**config.mk**
```make
export PLATFORM = sky130hd
export DESIGN_NAME = mfa_divider
export DESIGN_NICKNAME = d
export VERILOG_FILES = /design/src/design/mfa_pkg.sv /design/src/design/mfa_divider.sv
export SDC_FILE = /design/constraint.sdc
export NUM_CORES = 1
export LEC_CHECK = 0
export BUFFER_PORTS_ARGS = -buffer_cell sky130_fd_sc_hd__clkbuf_2
export CAP_MARGIN = 10
export CORE_MARGIN = 2
export CORE_UTILIZATION = 50
export DETAILED_ROUTE_END_ITERATION = 10
export GPL_TIMING_DRIVEN = 0
export HOLD_SLACK_MARGIN = 0.1
export PLACE_DENSITY = 0.73
export SKIP_CTS_REPAIR_TIMING = 1
export SLEW_MARGIN = 5
export SYNTH_ARGS = -nofsm -noshare
export SYNTH_HDL_FRONTEND = slang
export SYNTH_SLANG_ARGS = --single-unit
```
**constraint.sdc**
```tcl
create_clock -name clock -period 5.9 [get_ports clock]
set_input_delay 0.885 -clock clock [delete_from_list [all_inputs] [get_ports clock]]
set_output_delay 0.885 -clock clock [all_outputs]
set_load 0.02 [all_outputs]
```
**src/design/mfa_pkg.sv**
```systemverilog
// ----------------------------------------------------------------------------
// mfa_pkg: shared types and constants for the mixed fraction ALU
// Action codes, status codes, default word size and the divider interface.
// ----------------------------------------------------------------------------
package mfa_pkg;

   localparam int DefWordBits = 32;
   localparam int WideBits    = 128;

   typedef enum logic [2:0] {
      ACT_ADD = 3'd0,
      ACT_SUB = 3'd1,
      ACT_MUL = 3'd2,
      ACT_DIV = 3'd3,
      ACT_CMP = 3'd4
   } action_type;

   typedef enum logic [1:0] {
      ST_OK    = 2'd0,
      ST_DIV0  = 2'd1,
      ST_RANGE = 2'd2
   } status_type;

   typedef struct packed {
      logic                start;
      logic [WideBits-1:0] dividend;
      logic [WideBits-1:0] divisor;
   } div_req_type;

   typedef struct packed {
      logic                done;
      logic [WideBits-1:0] quotient;
      logic [WideBits-1:0] remainder;
   } div_rsp_type;

endpackage

```
**src/design/mfa_divider.sv**
```systemverilog
// ----------------------------------------------------------------------------
// mfa_divider: shared restoring divider
// Unsigned 128-bit divide, one quotient bit per cycle. Divisor zero gives
// quotient zero and remainder equal to the dividend.
// ----------------------------------------------------------------------------
module mfa_divider
   import mfa_pkg::*;
(
   input  logic        clock,
   input  logic        reset,
   input  div_req_type div_req,
   output div_rsp_type div_rsp
);

   logic                busy_ff, busy_in;
   logic                done_ff, done_in;
   logic [6:0]          cnt_ff, cnt_in;
   logic [WideBits-1:0] num_ff, num_in;
   logic [WideBits-1:0] den_ff, den_in;
   logic [WideBits-1:0] quo_ff, quo_in;
   logic [WideBits-1:0] rem_ff, rem_in;
   logic [WideBits:0]   shifted;
   logic [WideBits:0]   diff;

   always_comb begin
      busy_in = busy_ff;
      done_in = 1'b0;
      cnt_in  = cnt_ff;
      num_in  = num_ff;
      den_in  = den_ff;
      quo_in  = quo_ff;
      rem_in  = rem_ff;
      shifted = {rem_ff, num_ff[WideBits-1]};
      diff    = shifted - {1'b0, den_ff};
      if (div_req.start) begin
         num_in = div_req.dividend;
         den_in = div_req.divisor;
         quo_in = '0;
         rem_in = '0;
         cnt_in = '0;
         if (div_req.divisor == '0) begin
            rem_in  = div_req.dividend;
            done_in = 1'b1;
            busy_in = 1'b0;
         end else begin
            busy_in = 1'b1;
         end
      end else if (busy_ff) begin
         num_in = {num_ff[WideBits-2:0], 1'b0};
         if (!diff[WideBits]) begin
            rem_in = diff[WideBits-1:0];
            quo_in = {quo_ff[WideBits-2:0], 1'b1};
         end else begin
            rem_in = shifted[WideBits-1:0];
            quo_in = {quo_ff[WideBits-2:0], 1'b0};
         end
         cnt_in = cnt_ff + 7'd1;
         if (cnt_ff == 7'(WideBits - 1)) begin
            busy_in = 1'b0;
            done_in = 1'b1;
         end
      end
   end

   always_ff @(posedge clock) begin
      if (reset) begin
         busy_ff <= 1'b0;
         done_ff <= 1'b0;
         cnt_ff  <= '0;
      end else begin
         busy_ff <= busy_in;
         done_ff <= done_in;
         cnt_ff  <= cnt_in;
      end
      num_ff <= num_in;
      den_ff <= den_in;
      quo_ff <= quo_in;
      rem_ff <= rem_in;
   end

   assign div_rsp.done      = done_ff;
   assign div_rsp.quotient  = quo_ff;
   assign div_rsp.remainder = rem_ff;

   a_done_one_cycle: assert property (@(posedge clock) disable iff (reset)
      done_ff |=> !done_ff || $past(div_req.start))
      else $error("divider done held");
   a_busy_no_done: assert property (@(posedge clock) disable iff (reset)
      busy_ff && !div_req.start |=> busy_ff || done_ff)
      else $error("divider stopped without done");
   a_rem_below: assert property (@(posedge clock) disable iff (reset)
      done_ff && den_ff != '0 |-> rem_ff < den_ff)
      else $error("remainder not below divisor");

endmodule

```
; ---- Word level (Yosys, flattened, before mapping)
; Cells that the tools add are included.
[op_classes]
addsub = 2
eq_ne = 1
n_mux = 15
n_reduce_logical = 3
[op_table]
columns = operator, n
row1 = $mux W128, 6
row2 = $sub A129 B128 Y129, 1
row3 = $logic_not A128 Y1, 1
row4 = $mux W1, 9
row5 = $add A7 B1 Y7 const B, 1
row6 = $eq A7 B7 Y1 const B, 1
row7 = $reduce_bool A2 Y1, 1
row8 = $reduce_or A2 Y1, 1
[totals]
reg_bits = 521
out_inout_bits = 257

; ---- Longest topological paths before layout
[depth]
ltp_word = 4
mapped_depth = 16

; ---- Worst setup path after synthesis
; No wires, ideal clock.
[synth_path]
kind = input -> register
from = input div_req[256] (netlist name)
to = register num_ff[0], enable pin
setup_ns = 0.511
arrival_ns = 4.819
t_required_ns = 5.389
slack_ns = 0.570
cell_stages = 4
path_buffers = 3
path_cell_list = clkbuf_1 clkbuf_1 clkbuf_1 or2_2
[synth_via]
elab_chain_len = 1
[synth_lines]
columns = item, line
row1 = "start, declared", mfa_divider.sv:11  ; input div_req_type div_req,
row2 = $reduce_bool A2 Y1 (no source line), -
row3 = "end signal, assigned", mfa_divider.sv:75  ; num_ff <= num_in;
row4 = "end, declared", mfa_divider.sv:18  ; logic [WideBits-1:0] num_ff, num_in;
; Every way passes these cells.
; A chain may end at the register's enable or synchronous reset.

; ---- Worst setup path after layout
[layout_path]
from = register rem_ff[1]
to = register rem_ff[125] (data pin)
[layout_via]
elab_chain_len = 4
[layout_lines]
columns = item, line
row1 = "start, declared", mfa_divider.sv:21  ; logic [WideBits-1:0] rem_ff, rem_in;
row2 = "start signal, assigned", mfa_divider.sv:78  ; rem_ff <= rem_in;
row3 = $sub A129 B128 Y129, mfa_divider.sv:34  ; diff = shifted - {1'b0, den_ff};
row4 = $mux W128, mfa_divider.sv:50  ; if (!diff[WideBits]) begin
row5 = $mux W128, mfa_divider.sv:48  ; end else if (busy_ff) begin
row6 = $mux W128, mfa_divider.sv:35  ; if (div_req.start) begin
row7 = via rem_in[125], mfa_divider.sv:21
; The timed path passes the listed nets, and every way through them passes these cells. The select of a mux whose other input is x is not followed.

==> qor.csv <==
metric,value,unit
grt ovf,0,
internal power,9892,µW
number of H-tree levels,2,
required time of the critical path,6.36,ns
Final GP Congestion,0.9836,
post-route worst setup slack,0.9813,ns
status,"finished, final reports clean",
area occupied by multi-input gates,13940,µm²
Final Cycle Share,0.8337,
Netlist Area Pre-Place,29770,µm²
drt total wl,102100,µm
pwr/cell area,496.7,nW/µm²
Pre-antenna DRT Iters,6,
Net Sw Frac,0.4361,
"Clk Latency, worst-skew pair",0.65,ns
IO Pins,516,
"Largest stage delay, worst path",0.98,ns
final-stage net count,3984,
Synth async-reset ratio,0,
final hold vios,0,
DR vias,25960,
CTS tree,yes,
final core occ,0.5995,
Crit Path Category,reg2reg,
GRT Util Overall,0.3236,
sequential area share after synthesis,0.4794,
Least-Margin Pin Slew,1.265,ns
Peak Freq,203.3,MHz
port bufs,515,
Pleak,0.01515,µW
Register Area,14270,µm²
"delay-heaviest family, CP",compound AO/OA/AOI/OAI gates,
Fillers,5135,
row cnt,89,
CTS Buffer Depth,3,
worst path buffer plus inverter count,0,
Max VDD drop,0.3107,mV
Yosys cell types,83,
die area,61520,µm²
hpwl dp,80030,µm
starting density of the core,0.5054,
Psw,7651,µW
CP startpoint kind,flop,
DR DRC count,0,
syn avg cell area,9.869,µm²
Final Setup Violations,0,
die extent in x,248.0,µm
Seq pwr share,0.301,
RSZ-0062 raised after global routing,false,
Yosys Warn Count,0,
clk slew on worst S/H paths,0.07,ns
Cells after Synth,3017,
HP Class,in2reg,
WP data arrival,5.38,ns
Area Growth Syn to Fin,18.62,%
Syn Nets,3406,
pin count of the biggest net entering global routing,86,
DR iter-0 viols,2453,
Synth Flop Type,edfxtp_1,
initial antenna violation count,7,
Synth Register Bits,521,
drt wl/cell,23.11,µm
critical path's slowest cell,o41ai_1,
Routed Antenna Nets,0,
Sink Count,521,
share of cells above drive strength 1,0.1966,
CTS root buf,clkbuf_16,
number of CTS-inserted buffers,55,
worst path cell trace,ha_1 -> o211ai_1 -> a21o_1 -> a2111oi_4 -> o41ai_1 -> a21oi_1 -> o2111ai_1 -> a31oi_1 -> o211ai_1 -> a211oi_2 -> o21ai_1 -> mux2_1 -> a21oi_1,
number of synthesized flops with an enable pin,384,
Vert. Die Dim,248.0,µm
"critical path fanouts, max",5,
fin crit period,4.919,ns
power share of the clock group,0.202,
max-slew violation count,0,
max-cap viol count,0,
Vias/cell,5.875,
Gate power share,0.498,
first-pass GRT wire length,150100,µm
pre-CTS setup slack,0.5196,ns
worst hold margin,0.4181,ns
vias in the first global route,24840,
crit end category,flop,
clk_skew,0.04169,ns
Core ar.,58910,µm²
relative slew slack,0.1568,
==> sequential cells by signal, summed over array words and instances, names as in the netlist <==
| register | cells |
|---|---|
| cnt_ff | 7 |
| den_ff | 128 |
| done_ff | 1 |
| num_ff | 128 |
| busy_ff | 1 |
| rem_ff | 128 |
| quo_ff | 128 |
==> cell usage after synthesis (64+ instances only) <==
library cell | instances | share of area
nand4_1 | 64 | 0.013
nor2_1 | 261 | 0.033
a21oi_1 | 210 | 0.035
nand2_1 | 269 | 0.034
mux2i_1 | 228 | 0.077
o22ai_1 | 80 | 0.017
dfxtp_1 | 137 | 0.092
inv_1 | 254 | 0.032
ha_1 | 129 | 0.054
edfxtp_1 | 384 | 0.39
clkbuf_1 | 113 | 0.014
o21ai_0 | 213 | 0.036
xnor2_1 | 79 | 0.023
==> cell usage in the layout (no fill, tap or decap), types with 41 or more instances in the layout <==
cell type / netlist / layout
clkbuf_2: 1 / 519
edfxtp_1: 384 / 384
nand2_1: 269 / 269
nor2_1: 261 / 261
inv_1: 254 / 254
mux2i_1: 228 / 228
o21ai_0: 213 / 213
a21oi_1: 210 / 210
dfxtp_1: 137 / 137
ha_1: 129 / 129
clkbuf_1: 113 / 120
o22ai_1: 80 / 80
xnor2_1: 79 / 79
nand4_1: 64 / 64
a21o_1: 56 / 56
clkbuf_16: 0 / 56
xor2_1: 47 / 47
mux2_2: 44 / 44
o21bai_1: 41 / 41
nor4_1: 41 / 41
==> metrics by stage <==
stage / std cells / TNS [ns] / power, µW / cell area, µm²
2_1_floorplan: 3017 / 0 / 11180 / 29770
3_3_place_gp: 4305 / -1886.44 / 13780 / 33320
3_5_place_dp: 4310 / 0 / 13830 / 33470
4_1_cts: 4414 / 0 / 17380 / 35300
5_1_grt: 4417 / 0 / 18440 / 35310
6_report: 4419 / 0 / 17540 / 35320
==> power groups by stage <==
stage,Combinational (µW),Clock (µW),Sequential [µW]
after floorplan,5570,0,5610
after global placement,8450,0,5330
after detailed placement,8510,0,5320
after CTS,8570,3560,5250
after global routing,9420,3710,5310
final,8730,3540,5270
==> cell families (layout without fill, tap and decap cells) <==
group           Yosys count  in the layout  share of synthesized area
compound gates          789            789                     0.1629
simple gates            774            774                     0.1187
flops                   521            521                     0.4794
buf+inv                 402           1027                    0.05265
mux                     275            275                    0.09442
fa+ha+maj               130            130                    0.05488
xor+xnor                126            126                    0.03706
other cells               0              4                          0
==> path summary, 6_finish.rpt <==
check	slack [ns]	start	cells after the start	to
min reg2reg	0.50	cnt_ff[5]$_SDFFE_PP0P_	2	cnt_ff[5]$_SDFFE_PP0P_
max reg2reg	0.98	rem_ff[1]$_DFFE_PP_	13	rem_ff[125]$_DFFE_PP_
max	0.98	rem_ff[1]$_DFFE_PP_	13	rem_ff[125]$_DFFE_PP_
min	0.42	div_req[98]	1	den_ff[98]$_DFFE_PP_
==> layout make-up <==
| cell class | count | share of cell area |
|---|---|---|
| antenna | 4 | 0.0002834 |
| buffer | 148 | 0.01743 |
| clock buffer | 74 | 0.04393 |
| clock inverter | 30 | 0.007971 |
| inverter | 254 | 0.02700 |
| multi-input combinational | 2094 | 0.3946 |
| sequential | 521 | 0.4042 |
| tap | 773 | 0.02739 |
| timing repair buffer | 521 | 0.07727 |
==> metal layers <==
| layer | GRT usage | part of all wire |
|---|---|---|
| met5 | 0 | 0.00038 |
| met2 | 0.5274 | 0.47 |
| met4 | 0.1088 | 0.032 |
| met1 | 0.4262 | 0.41 |
| met3 | 0.07326 | 0.091 |
Note: power is estimated with default switching activity, not from simulation.
